File: src/rtl/core/lcfs_pkg.sv
// Shared types, register map, check codes and counter helpers for the fault supervisor.
package lcfs_pkg;

    // Sample width of the ADC fields and the ADC-valued registers.
    localparam int ADC_BITS = 12;

    // Configuration port geometry.
    localparam int NUM_REGS   = 8;
    localparam int REG_IDX_W  = $clog2(NUM_REGS);
    localparam int PADDR_W    = REG_IDX_W + 2;
    localparam int PDATA_W    = 32;

    // Register indexes.
    localparam logic [REG_IDX_W-1:0] REG_CHECK_ENABLE   = 3'd0;
    localparam logic [REG_IDX_W-1:0] REG_THERM_LIMIT    = 3'd1;
    localparam logic [REG_IDX_W-1:0] REG_MOTOR_VOLT_LOW = 3'd2;
    localparam logic [REG_IDX_W-1:0] REG_MOTOR_VOLT_HI  = 3'd3;
    localparam logic [REG_IDX_W-1:0] REG_LOGIC_VOLT_MIN = 3'd4;
    localparam logic [REG_IDX_W-1:0] REG_THERMAL_TRIP   = 3'd5;
    localparam logic [REG_IDX_W-1:0] REG_VOLTAGE_TRIP   = 3'd6;
    localparam logic [REG_IDX_W-1:0] REG_ENCODER_TRIP   = 3'd7;

    // Bit positions shared by check_enable and the sticky error flags.
    localparam int EN_LIMIT = 0;
    localparam int EN_THERM = 1;
    localparam int EN_MOTOR = 2;
    localparam int EN_LOGIC = 3;
    localparam int EN_ENC   = 4;
    localparam int EN_AMP   = 5;

    // Trip cause codes.
    localparam logic [2:0] CAUSE_NONE    = 3'd0;
    localparam logic [2:0] CAUSE_LIMIT   = 3'd1;
    localparam logic [2:0] CAUSE_THERMAL = 3'd2;
    localparam logic [2:0] CAUSE_MOTOR   = 3'd3;
    localparam logic [2:0] CAUSE_LOGIC   = 3'd4;
    localparam logic [2:0] CAUSE_ENCODER = 3'd5;

    // Register reset values.
    localparam logic [5:0]  CHECK_ENABLE_RST   = 6'd63;
    localparam logic [7:0]  THERMAL_TRIP_RST   = 8'd100;
    localparam logic [15:0] VOLTAGE_TRIP_RST   = 16'd500;
    localparam logic [7:0]  ENCODER_TRIP_RST   = 8'd10;

    // Input item.
    typedef struct packed {
        logic                mode;
        logic [7:0]          limit_switches;
        logic [ADC_BITS-1:0] therm_a;
        logic [ADC_BITS-1:0] therm_b;
        logic [ADC_BITS-1:0] therm_c;
        logic [ADC_BITS-1:0] therm_d;
        logic [ADC_BITS-1:0] therm_e;
        logic [ADC_BITS-1:0] therm_f;
        logic [ADC_BITS-1:0] motor_volt;
        logic [ADC_BITS-1:0] logic_volt;
        logic [1:0]          encoder_invalid;
        logic [1:0]          amp_fault;
    } lcfs_in_t;

    // Result item.
    typedef struct packed {
        logic       fault;
        logic [5:0] error_flags;
        logic [2:0] trip_cause;
    } lcfs_out_t;

    // Configuration register contents.
    typedef struct packed {
        logic [5:0]          check_enable;
        logic [ADC_BITS-1:0] thermistor_limit;
        logic [ADC_BITS-1:0] motor_volt_low;
        logic [ADC_BITS-1:0] motor_volt_high;
        logic [ADC_BITS-1:0] logic_volt_min;
        logic [7:0]          thermal_trip_count;
        logic [15:0]         voltage_trip_count;
        logic [7:0]          encoder_trip_count;
    } lcfs_cfg_t;

    // Saturating up / floored down step of an 8-bit leaky counter.
    function automatic logic [7:0] leak_8(input logic [7:0] cnt, input logic up);
        logic [7:0] res;
        begin
            if (up)
            begin
                res = (cnt == 8'hFF) ? cnt : cnt + 8'd1;
            end
            else
            begin
                res = (cnt == 8'h00) ? cnt : cnt - 8'd1;
            end
            return res;
        end
    endfunction

    // Saturating up / floored down step of a 16-bit leaky counter.
    function automatic logic [15:0] leak_16(input logic [15:0] cnt, input logic up);
        logic [15:0] res;
        begin
            if (up)
            begin
                res = (cnt == 16'hFFFF) ? cnt : cnt + 16'd1;
            end
            else
            begin
                res = (cnt == 16'h0000) ? cnt : cnt - 16'd1;
            end
            return res;
        end
    endfunction

endpackage

File: src/rtl/core/lcfs_regs.sv
// APB-style configuration register file for the fault supervisor.
module lcfs_regs
    import lcfs_pkg::*;
(
    input  logic               clk,
    input  logic               rst_n,
    input  logic               psel,
    input  logic               penable,
    input  logic               pwrite,
    input  logic [PADDR_W-1:0] paddr,
    input  logic [PDATA_W-1:0] pwdata,
    output logic [PDATA_W-1:0] prdata,
    output logic               pready,
    output lcfs_cfg_t          cfg
);

    lcfs_cfg_t             cfg_reg;
    logic                  wr_en;
    logic [REG_IDX_W-1:0]  reg_idx;

    assign pready  = 1'b1;
    assign wr_en   = psel && penable && pwrite;
    assign reg_idx = paddr[PADDR_W-1:2];
    assign cfg     = cfg_reg;

    // Register writes complete in the access phase of a transfer.
    always_ff @(posedge clk or negedge rst_n)
    begin
        if (!rst_n)
        begin
            cfg_reg.check_enable       <= CHECK_ENABLE_RST;
            cfg_reg.thermistor_limit   <= '0;
            cfg_reg.motor_volt_low     <= '0;
            cfg_reg.motor_volt_high    <= '0;
            cfg_reg.logic_volt_min     <= '0;
            cfg_reg.thermal_trip_count <= THERMAL_TRIP_RST;
            cfg_reg.voltage_trip_count <= VOLTAGE_TRIP_RST;
            cfg_reg.encoder_trip_count <= ENCODER_TRIP_RST;
        end
        else if (wr_en)
        begin
            unique case (reg_idx)
                REG_CHECK_ENABLE:   cfg_reg.check_enable       <= pwdata[5:0];
                REG_THERM_LIMIT:    cfg_reg.thermistor_limit   <= pwdata[ADC_BITS-1:0];
                REG_MOTOR_VOLT_LOW: cfg_reg.motor_volt_low     <= pwdata[ADC_BITS-1:0];
                REG_MOTOR_VOLT_HI:  cfg_reg.motor_volt_high    <= pwdata[ADC_BITS-1:0];
                REG_LOGIC_VOLT_MIN: cfg_reg.logic_volt_min     <= pwdata[ADC_BITS-1:0];
                REG_THERMAL_TRIP:   cfg_reg.thermal_trip_count <= pwdata[7:0];
                REG_VOLTAGE_TRIP:   cfg_reg.voltage_trip_count <= pwdata[15:0];
                REG_ENCODER_TRIP:   cfg_reg.encoder_trip_count <= pwdata[7:0];
                default:            ;
            endcase
        end
    end

    // Read data is the addressed register, zero-extended.
    always_comb
    begin
        unique case (reg_idx)
            REG_CHECK_ENABLE:   prdata = PDATA_W'(cfg_reg.check_enable);
            REG_THERM_LIMIT:    prdata = PDATA_W'(cfg_reg.thermistor_limit);
            REG_MOTOR_VOLT_LOW: prdata = PDATA_W'(cfg_reg.motor_volt_low);
            REG_MOTOR_VOLT_HI:  prdata = PDATA_W'(cfg_reg.motor_volt_high);
            REG_LOGIC_VOLT_MIN: prdata = PDATA_W'(cfg_reg.logic_volt_min);
            REG_THERMAL_TRIP:   prdata = PDATA_W'(cfg_reg.thermal_trip_count);
            REG_VOLTAGE_TRIP:   prdata = PDATA_W'(cfg_reg.voltage_trip_count);
            REG_ENCODER_TRIP:   prdata = PDATA_W'(cfg_reg.encoder_trip_count);
            default:            prdata = '0;
        endcase
    end

endmodule

File: src/rtl/core/lcfs_check.sv
// Check chain, leaky counters and sticky flags of the fault supervisor.
module lcfs_check
    import lcfs_pkg::*;
(
    input  logic      clk,
    input  logic      rst_n,
    input  logic      fire,
    input  lcfs_in_t  item,
    input  lcfs_cfg_t cfg,
    output lcfs_out_t result
);

    logic [7:0]  thermal_count_reg,    thermal_count_next;
    logic [15:0] motor_volt_count_reg, motor_volt_count_next;
    logic [15:0] logic_volt_count_reg, logic_volt_count_next;
    logic [7:0]  motor_enc_reg,        motor_enc_next;
    logic [7:0]  leg_enc_reg,          leg_enc_next;
    logic [5:0]  sticky_reg,           sticky_next;

    logic        hot;
    logic        band;
    logic        undervolt;
    logic [7:0]  therm_step;
    logic [15:0] motor_step;
    logic [15:0] logic_step;
    logic        trip_limit;
    logic        run_therm;
    logic        trip_therm;
    logic        run_motor;
    logic        trip_motor;
    logic        run_logic;
    logic        trip_logic;
    logic        trip_enc;
    logic [2:0]  cause;
    logic [5:0]  flags_enc;

    // Sample comparisons against the configured limits.
    always_comb
    begin
        hot = (item.therm_a < cfg.thermistor_limit) || (item.therm_b < cfg.thermistor_limit) ||
              (item.therm_c < cfg.thermistor_limit) || (item.therm_d < cfg.thermistor_limit) ||
              (item.therm_e < cfg.thermistor_limit) || (item.therm_f < cfg.thermistor_limit);
        band      = (item.motor_volt < cfg.motor_volt_high) &&
                    (item.motor_volt > cfg.motor_volt_low);
        undervolt = item.logic_volt < cfg.logic_volt_min;
    end

    // Encoder counters bump first; the encoder check then sees the new values.
    always_comb
    begin
        motor_enc_next = item.encoder_invalid[0] ? leak_8(motor_enc_reg, 1'b1) : motor_enc_reg;
        leg_enc_next   = item.encoder_invalid[1] ? leak_8(leg_enc_reg, 1'b1) : leg_enc_reg;
        flags_enc      = sticky_reg;
        if (item.encoder_invalid != 2'b00)
        begin
            flags_enc[EN_ENC] = 1'b1;
        end
    end

    // Ordered check chain: a check runs only when it is enabled and none before it tripped.
    always_comb
    begin
        therm_step = leak_8(thermal_count_reg, hot);
        motor_step = leak_16(motor_volt_count_reg, band);
        logic_step = leak_16(logic_volt_count_reg, undervolt);

        trip_limit = cfg.check_enable[EN_LIMIT] && (item.limit_switches != 8'd0);
        run_therm  = !trip_limit && cfg.check_enable[EN_THERM];
        trip_therm = run_therm && (therm_step > cfg.thermal_trip_count);
        run_motor  = !trip_limit && !trip_therm && cfg.check_enable[EN_MOTOR];
        trip_motor = run_motor && (motor_step > cfg.voltage_trip_count);
        run_logic  = !trip_limit && !trip_therm && !trip_motor && cfg.check_enable[EN_LOGIC];
        trip_logic = run_logic && (logic_step > cfg.voltage_trip_count);
        trip_enc   = !trip_limit && !trip_therm && !trip_motor && !trip_logic &&
                     cfg.check_enable[EN_ENC] &&
                     ((motor_enc_next > cfg.encoder_trip_count) ||
                      (leg_enc_next > cfg.encoder_trip_count));

        priority if (trip_limit) cause = CAUSE_LIMIT;
        else if (trip_therm)     cause = CAUSE_THERMAL;
        else if (trip_motor)     cause = CAUSE_MOTOR;
        else if (trip_logic)     cause = CAUSE_LOGIC;
        else if (trip_enc)       cause = CAUSE_ENCODER;
        else                     cause = CAUSE_NONE;
    end

    // Next state and the result of this item; clear mode zeroes everything.
    always_comb
    begin
        thermal_count_next    = run_therm ? therm_step : thermal_count_reg;
        motor_volt_count_next = run_motor ? motor_step : motor_volt_count_reg;
        logic_volt_count_next = run_logic ? logic_step : logic_volt_count_reg;
        sticky_next           = flags_enc;
        if (trip_limit)
        begin
            sticky_next[EN_LIMIT] = 1'b1;
        end
        if (trip_therm)
        begin
            sticky_next[EN_THERM] = 1'b1;
        end
        if (trip_motor)
        begin
            sticky_next[EN_MOTOR] = 1'b1;
        end
        if (trip_logic)
        begin
            sticky_next[EN_LOGIC] = 1'b1;
        end
        if (trip_enc)
        begin
            sticky_next[EN_ENC] = 1'b1;
        end
        if ((cause == CAUSE_NONE) && cfg.check_enable[EN_AMP] && (item.amp_fault != 2'b00))
        begin
            sticky_next[EN_AMP] = 1'b1;
        end

        result.fault       = (cause != CAUSE_NONE);
        result.error_flags = sticky_next;
        result.trip_cause  = cause;

        if (item.mode)
        begin
            thermal_count_next    = '0;
            motor_volt_count_next = '0;
            logic_volt_count_next = '0;
            sticky_next           = '0;
            result                = '0;
        end
    end

    // State advances once for every item that is processed.
    always_ff @(posedge clk or negedge rst_n)
    begin
        if (!rst_n)
        begin
            thermal_count_reg    <= '0;
            motor_volt_count_reg <= '0;
            logic_volt_count_reg <= '0;
            motor_enc_reg        <= '0;
            leg_enc_reg          <= '0;
            sticky_reg           <= '0;
        end
        else if (fire)
        begin
            thermal_count_reg    <= thermal_count_next;
            motor_volt_count_reg <= motor_volt_count_next;
            logic_volt_count_reg <= logic_volt_count_next;
            motor_enc_reg        <= item.mode ? 8'd0 : motor_enc_next;
            leg_enc_reg          <= item.mode ? 8'd0 : leg_enc_next;
            sticky_reg           <= sticky_next;
        end
    end

endmodule

File: src/rtl/core/leaky_counter_fault_supervisor_unit.sv
// Top level of the leaky-counter fault supervisor: input register, check chain, result register.
// Flow: an accepted transfer is held in the input register, evaluated by the check chain, and
// its result is loaded into the result register and presented on the output channel.
// Throughput: one item per cycle while the output is not stalled; all checks and counter updates
// sit between the input and result registers, and the counters update when the result is registered.
// Reset: rst_n clears all counters, sticky flags and valid bits and loads register defaults.
module leaky_counter_fault_supervisor_unit
    import lcfs_pkg::*;
(
    input  logic               clk,
    input  logic               rst_n,
    input  logic               in_valid,
    output logic               in_ready,
    input  lcfs_in_t           in_data,
    output logic               out_valid,
    input  logic               out_ready,
    output lcfs_out_t          out_data,
    input  logic               psel,
    input  logic               penable,
    input  logic               pwrite,
    input  logic [PADDR_W-1:0] paddr,
    input  logic [PDATA_W-1:0] pwdata,
    output logic [PDATA_W-1:0] prdata,
    output logic               pready
);

    lcfs_cfg_t  cfg;
    lcfs_in_t   item_reg;
    logic       item_valid_reg;
    lcfs_out_t  result;
    lcfs_out_t  out_data_reg;
    logic       out_valid_reg;
    logic       advance;
    logic       fire;

    lcfs_regs u_regs (
        .clk     (clk),
        .rst_n   (rst_n),
        .psel    (psel),
        .penable (penable),
        .pwrite  (pwrite),
        .paddr   (paddr),
        .pwdata  (pwdata),
        .prdata  (prdata),
        .pready  (pready),
        .cfg     (cfg)
    );

    lcfs_check u_check (
        .clk    (clk),
        .rst_n  (rst_n),
        .fire   (fire),
        .item   (item_reg),
        .cfg    (cfg),
        .result (result)
    );

    // The held item moves on whenever the result register is free or being emptied.
    assign advance   = !out_valid_reg || out_ready;
    assign fire      = item_valid_reg && advance;
    assign in_ready  = !item_valid_reg || advance;
    assign out_valid = out_valid_reg;
    assign out_data  = out_data_reg;

    // Input register valid bit.
    always_ff @(posedge clk or negedge rst_n)
    begin
        if (!rst_n)
        begin
            item_valid_reg <= 1'b0;
        end
        else if (in_ready)
        begin
            item_valid_reg <= in_valid;
        end
    end

    // Input register payload.
    always_ff @(posedge clk)
    begin
        if (in_valid && in_ready)
        begin
            item_reg <= in_data;
        end
    end

    // Result register valid bit.
    always_ff @(posedge clk or negedge rst_n)
    begin
        if (!rst_n)
        begin
            out_valid_reg <= 1'b0;
        end
        else if (advance)
        begin
            out_valid_reg <= item_valid_reg;
        end
    end

    // Result register payload.
    always_ff @(posedge clk)
    begin
        if (fire)
        begin
            out_data_reg <= result;
        end
    end

endmodule

File: config.mk
export PLATFORM = sky130hd
export DESIGN_NAME = leaky_counter_fault_supervisor_unit
export DESIGN_NICKNAME = d
export VERILOG_FILES = /design/src/rtl/core/lcfs_pkg.sv /design/src/rtl/core/lcfs_regs.sv /design/src/rtl/core/lcfs_check.sv /design/src/rtl/core/leaky_counter_fault_supervisor_unit.sv
export SDC_FILE = /design/constraint.sdc
export NUM_CORES = 1
export LEC_CHECK = 0
export ABC_AREA = 1
export BUFFER_PORTS_ARGS = -buffer_cell sky130_fd_sc_hd__buf_2
export CAP_MARGIN = 20
export CORE_MARGIN = 2
export CORE_UTILIZATION = 64
export DETAILED_ROUTE_END_ITERATION = 10
export HOLD_SLACK_MARGIN = 0.02
export PLACE_DENSITY = 0.87
export SYNTH_ARGS = -nofsm -noshare
export SYNTH_HDL_FRONTEND = slang
export SYNTH_SLANG_ARGS = --single-unit
File: constraint.sdc
create_clock -name clk -period 7.67 [get_ports clk]
set_input_delay 1.1505 -clock clk [delete_from_list [all_inputs] [get_ports clk]]
set_output_delay 1.1505 -clock clk [all_outputs]
set_load 0.03 [all_outputs]
== After elaboration in Yosys (flattened, before gate mapping) ==
Cells that the tools add are included.

* Flip-flop bits (word level): 269
* Output and inout port bits: 45
* Bits of input ports: 153

* Magnitude comparators: 14
* Reduce and logical (&&, ||, !) cells: 56
* Equal/unequal tests: 12
* Add/sub/neg operators: 8
* Mux-type cells: 35

{| class="wikitable"
|+ Operators with widths
! operator !! number
|-
| $pmux W32 S8 || 1
|-
| $mux W16 || 10
|-
| $lt A12 B12 Y1 || 8
|-
| $mux W8 || 11
|-
| $add A16 B1 Y16 const B || 2
|-
| $eq A16 B16 Y1 const B || 2
|-
| $gt A16 B16 Y1 || 2
|-
| $logic_not A16 Y1 || 2
|-
| $sub A16 B1 Y16 const B || 2
|-
| $add A8 B1 Y8 const B || 3
|-
| $eq A8 B8 Y1 const B || 3
|-
| $gt A8 B8 Y1 || 3
|-
| $reduce_and A2 Y1 || 11
|-
| $logic_and A1 B1 Y1 || 19
|-
| $mux W3 || 5
|-
| $eq A3 B3 Y1 const B || 4
|-
| $gt A12 B12 Y1 || 1
|-
| $reduce_bool A2 Y1 || 5
|-
| $logic_not A8 Y1 || 1
|-
| $logic_or A1 B1 Y1 || 8
|-
| $reduce_bool A8 Y1 || 1
|-
| $sub A8 B1 Y8 const B || 1
|-
| $mux W1 || 7
|-
| $eq A3 B2 Y1 const B || 2
|-
| other kinds (5) || 11
|}

== Longest topological paths before layout ==
* Depth after elaboration: 31
* Depth in mapped cells: 29
* Gate-level depth less buffers: 28

== Modules after synthesis ==
From an unflattened synthesis, not the netlist that was laid out.

* Cell total of the unflattened synthesis: 1952
* Area total of the unflattened synthesis: 17061.4 µm²

{| class="wikitable"
|+ Modules (own cells, without submodules)
! module !! times used !! cells an instance !! area each (µm²)
|-
| lcfs_check || 1 || 1321 || 9047.4
|-
| lcfs_regs || 1 || 500 || 4345.4
|-
| leaky_counter_fault_supervisor_unit || 1 || 131 || 3668.5
|}

== Worst setup path before layout ==
No wires, ideal clock.

* Path type: input port to flip-flop
* Start: input out_ready
* End: register item_reg[0] (netlist bit), enable pin
* Buffers on the path: 0
* Arrival: 3701 ps
* Setup time: 462 ps
* Stages: 4
* Setup slack: 3507 ps
* Required time: 7208 ps
* Cell sequence: inv_1 -> nand3_1 -> nand2_1 -> inv_1

* Cells in the longest elaborated chain, start to end: 3

{| class="wikitable"
|+ Ends and longest elaborated chain
! what !! line !! RTL
|-
| start, declared || leaky_counter_fault_supervisor_unit.sv:16 || <nowiki>input logic out_ready,</nowiki>
|-
| $logic_or A1 B1 Y1 || leaky_counter_fault_supervisor_unit.sv:59 || <nowiki>assign advance = !out_valid_reg || out_ready;</nowiki>
|-
| $logic_or A1 B1 Y1 || leaky_counter_fault_supervisor_unit.sv:61 || <nowiki>assign in_ready = !item_valid_reg || advance;</nowiki>
|-
| via in_ready || leaky_counter_fault_supervisor_unit.sv:13 || <nowiki>output logic in_ready,</nowiki>
|-
| $logic_and A1 B1 Y1 || leaky_counter_fault_supervisor_unit.sv:81 || <nowiki>if (in_valid && in_ready)</nowiki>
|-
| end signal, assigned || leaky_counter_fault_supervisor_unit.sv:83 || <nowiki>item_reg <= in_data;</nowiki>
|-
| end, declared || leaky_counter_fault_supervisor_unit.sv:28 || <nowiki>lcfs_in_t item_reg;</nowiki>
|}

The timed path passes the listed nets, and every way through them passes these cells.
A chain may end at the register's enable or synchronous reset.

== Worst setup path in the final report ==
* Start: register u_regs.cfg_reg, in the netlist u_regs.cfg[75]
* End: register u_check.motor_volt_count_reg[0]

* Cells in the longest elaborated chain, start to end: 14

{| class="wikitable"
|+ Ends and longest elaborated chain
! what !! line !! RTL
|-
| start, declared || lcfs_regs.sv:17 || <nowiki>lcfs_cfg_t cfg_reg;</nowiki>
|-
| $lt A12 B12 Y1 || lcfs_check.sv:40 || <nowiki>hot = (item.therm_a < cfg.thermistor_limit) || (item.therm_b < cfg.thermistor_limit) ||</nowiki>
|-
| $logic_or A1 B1 Y1 (2 in a row) || lcfs_check.sv:40 ||
|-
| $logic_or A1 B1 Y1 (2 in a row) || lcfs_check.sv:41 || <nowiki>(item.therm_c < cfg.thermistor_limit) || (item.therm_d < cfg.thermistor_limit) ||</nowiki>
|-
| $logic_or A1 B1 Y1 * || lcfs_check.sv:42 || <nowiki>(item.therm_e < cfg.thermistor_limit) || (item.therm_f < cfg.thermistor_limit);</nowiki>
|-
| $mux W8 * || lcfs_pkg.sv:84 || <nowiki>if (up)</nowiki>
|-
| $gt A8 B8 Y1 * || lcfs_check.sv:69 || <nowiki>trip_therm = run_therm && (therm_step > cfg.thermal_trip_count);</nowiki>
|-
| $logic_and A1 B1 Y1 * || lcfs_check.sv:69 ||
|-
| $logic_not A1 Y1 * || lcfs_check.sv:70 || <nowiki>run_motor = !trip_limit && !trip_therm && cfg.check_enable[EN_MOTOR];</nowiki>
|-
| $logic_and A1 B1 Y1 * (2 in a row) || lcfs_check.sv:70 ||
|-
| $reduce_bool A2 Y1 (no line) * || n/a ||
|-
| $reduce_and A2 Y1 (no line) * || n/a ||
|-
| end signal, assigned || lcfs_check.sv:148 || <nowiki>motor_volt_count_reg <= motor_volt_count_next;</nowiki>
|-
| end, declared || lcfs_check.sv:14 || <nowiki>logic [15:0] motor_volt_count_reg, motor_volt_count_next;</nowiki>
|}

Mark *: on every way between the ends. The rest lies on a longest branch, timed or not.

==> impl_metrics.ini <==
[outcome]
status = finished clean

[power]
combPwrFrac_pct = 45.8
ir_drop_mv = 0.4357
leakage_uw = 0.008586
power.density_mw_per_mm2 = 335.8
p_int_uw = 3591
power.share.clock_pct = 23.2
switching_share_pct = 42.09
seqPwrFrac_pct = 31.0
p_sw_uw = 2610

[drt]
ant_nets = 0
vias = 13945
drtIter0Drc = 1355
drc = 0
drt_wl_total_mm = 42.72
drtPass1Iterations = 7
via_per_inst = 5.934
wl_per_cell_um = 18.18

[global_routing]
antenna_found_initial = 3
grt_usage_pct = 32.02
grt_pass1_wl_mm = 68.10
grt_pass1_vias = 13849
overflow = 0
grt_max_degree = 98

[finish]
largest_register_ffs = 109
area_growth_syn_to_layout_pct = 11.99
post-route-util_pct = 73.13
drive_gt1_share_pct = 15.32
nNetsFinal = 2312

[synthesis]
synth-simple-area-share_pct = 17.33
synth_xor_area_share_pct = 3.080
syn_area_mm2 = 0.01649
async_reset_ff_share_pct = 55.76
yosysTopAreaCellShare_pct = 21.67
synth-compound-area-share_pct = 14.50
yosysWarnings = 0
synth_top_area_cell = edfxtp_1
synth.distinct_cells = 59
synthCells = 1840
synth_edf_count = 119
netlist_top_cells_area = edfxtp_1 (22%), dfrtp_1 (20%), ha_1 (13%), nand2_1 (7.7%), inv_1 (5.6%)
synth_fa_ha_area_share_pct = 12.52
synth_top_family_by_area = simple AND/OR/NAND/NOR gates
synthMuxAreaShare_pct = 0
synth_seq_cells = 269
synth_sequential_area_ratio_pct = 44.56
synth_ff_type = dfrtp_1
avgSynthCellArea_um2 = 8.962

[hold_path]
hold_class = register to register
worstHoldStart = u_regs.cfg[42]
min_path_cells = 2
holdPathEnd = u_regs.cfg[42]

[setup_path]
worstPathRequired_ns = 8.15
cp-start-kind = register
crit_chain = inv_1 > ha_1 > nand2_1 > o21ai_0 > nand2_1 > o2111ai_1 > nand2_1 > nor2_2 > nand2_1 > nand2_1 > and2_1 > ha_1 > a21oi_1 > o21ai_0 > nand2_1 > nand2_1 > nand3_2 > nand3_1 > nor2_1 > inv_1 > o22ai_1
r2r_slack_ns = 2.74
critical_path_arrival_ns = 5.42
cpMostUsedCell = nand2_1
timing.rr.end = u_check.motor_volt_count_reg[0]
rr_startpoint = u_regs.cfg[75]
reg2regPathDepth = 21
cp_top_family = simple AND/OR/NAND/NOR gates
cp-end-kind = register
critPathMaxFanout = 12
max_stage_delay_ns = 0.89
critical_path_class = register to register
slowest_stage = nor2_1
critPathBufInv = 2

[sta]
setup_viol = 0
clock_skew_ns = 0.01803
max_freq_mhz = 202.6
worstMarginPinSlew_ns = 1.116
setup_tns_ns = 0
fin_crit_ns = 4.935
post-route-period-util_pct = 64.34
final_max_slew_viol_count = 0
slew_headroom_pct = 25.34
hold_viol = 0
grt_setup_unrepaired = false

[floorplan]
core_mm2 = 0.02525
die_y_um = 164.5
rows = 58
initial_core_util_pct = 65.30
die_width_um = 164.5
pin_count = 198
dieArea_mm2 = 0.02707

[clock_network]
clk-insertion-delay-late_ns = 0.57
cts_max_path_buffers = 3
clock-sinks = 269
root_buffer = clkbuf_16
ctsResizeCount = 0
cts.clk_slew.worst_paths_ns = 0.07
cts_hold_buf = 0
cts_tree = yes
post-cts-setup-buffer-count = 0
htree_levels = 1
numCtsBuffers = 29

[place]
routabilityCongestion = 0.9157
portBuffers = 162
dpl.hpwl_mm = 31.42

[run]
cap_violations = 0
==> worst max-delay path by stage <==
stage,from,to,slack (ns),depth (start not counted)
detailed placement,u_regs.cfg[69],u_check.motor_volt_count_reg[0],2.94,21
global placement,u_regs.cfg[75],u_check.motor_volt_count_reg[14],2.98,21
global route,u_regs.cfg[75],u_check.motor_volt_count_reg[0],2.43,21
finish,u_regs.cfg[75],u_check.motor_volt_count_reg[0],2.74,21
CTS,u_regs.cfg[75],u_check.motor_volt_count_reg[13],2.87,21
floorplan,out_ready,item_reg[0],3.51,4
==> cells in the final DEF, fill, tap and decap left out, drive strengths merged, types with 13 or more instances in the layout <==
cell type and count:
nand2 340, inv 262, o21ai 178, buf 166, ha 165, nor2 137, dfrtp 133, edfxtp 119
a21oi 95, nand3 76, xor2 55, o22ai 45, nor3 40, clkbuf 32, nand4 22, conb 17
dfstp 17, o211ai 16, a31oi 13
==> synth_stat cells (all sizes together) (13+ instances only) <==
cell / number
xor2: 55
o22ai: 45
ha: 165
nand4: 22
o21ai: 178
nor2: 137
a21oi: 95
clkbuf: 27
nand2: 340
a31oi: 13
inv: 261
edfxtp: 119
dfrtp: 133
dfstp: 17
nor3: 40
buf: 31
o211ai: 16
nand3: 76
==> power groups by stage <==
stage / clock network, µW / registers [µW] / logic [µW]
2_1_floorplan: 0 / 1900 / 2130
3_3_place_gp: 0 / 1930 / 2640
3_5_place_dp: 0 / 1940 / 2780
4_1_cts: 1430 / 1920 / 2810
5_1_grt: 1500 / 1940 / 3170
6_report: 1440 / 1920 / 2840
==> layout make-up <==
class	instances	area, µm²
Multi-Input combinational cell	1266	7891
Sequential cell	269	7348
Fill cell	1785	6787
Inverter	262	985.9
Timing Repair Buffer	166	854.6
Clock buffer	32	737.0
Tap cell	330	412.9
Clock inverter	22	230.2
Antenna cell	3	7.507
==> metrics by stage <==
| stage | worst slack [ns] | hold WS (ns) | cell area (µm²) | total power, µW | std cells |
|---|---|---|---|---|---|
| 3_5_place_dp | 2.941 | 0.4728 | 17480 | 4725 | 2292 |
| 2_1_floorplan | 3.507 | 0.4530 | 16550 | 4028 | 1855 |
| 4_1_cts | 2.869 | 0.4880 | 18450 | 6165 | 2346 |
| 6_report | 2.735 | 0.4901 | 18470 | 6201 | 2350 |
| 5_1_grt | 2.426 | 0.5122 | 18470 | 6614 | 2349 |
| 3_3_place_gp | 2.979 | 0.4656 | 17480 | 4572 | 2292 |
==> worst reg2reg max path, delay by kind of cell, from the launching register on <==
| kind | cells | cell delay, ns |
|---|---|---|
| AOI/OAI and AO/OA | 5 | 0.78 |
| adders and majority gates | 2 | 0.59 |
| buffers and inverters | 2 | 0.58 |
| DFF | 1 | 0.44 |
| and+or+nand+nor | 12 | 2.46 |
==> per-layer routing <==
layer,GRT usage [%],up-vias,share of wire (%)
met5,0,-,0
met3,5.500,172,8.2
met4,16.32,0,5.7
li1,-,6554,-
met2,55.17,684,48
met1,38.76,6535,38
==> kinds of logic after synthesis <==
group,count (synthesis)
AOI/OAI and AO/OA,390
xor gates and xnor gates,58
adders and majority gates,165
buffers and inverters,320
DFF,269
other,2
and+or+nand+nor,636
No activity file was read; power rests on OpenSTA's default activity.
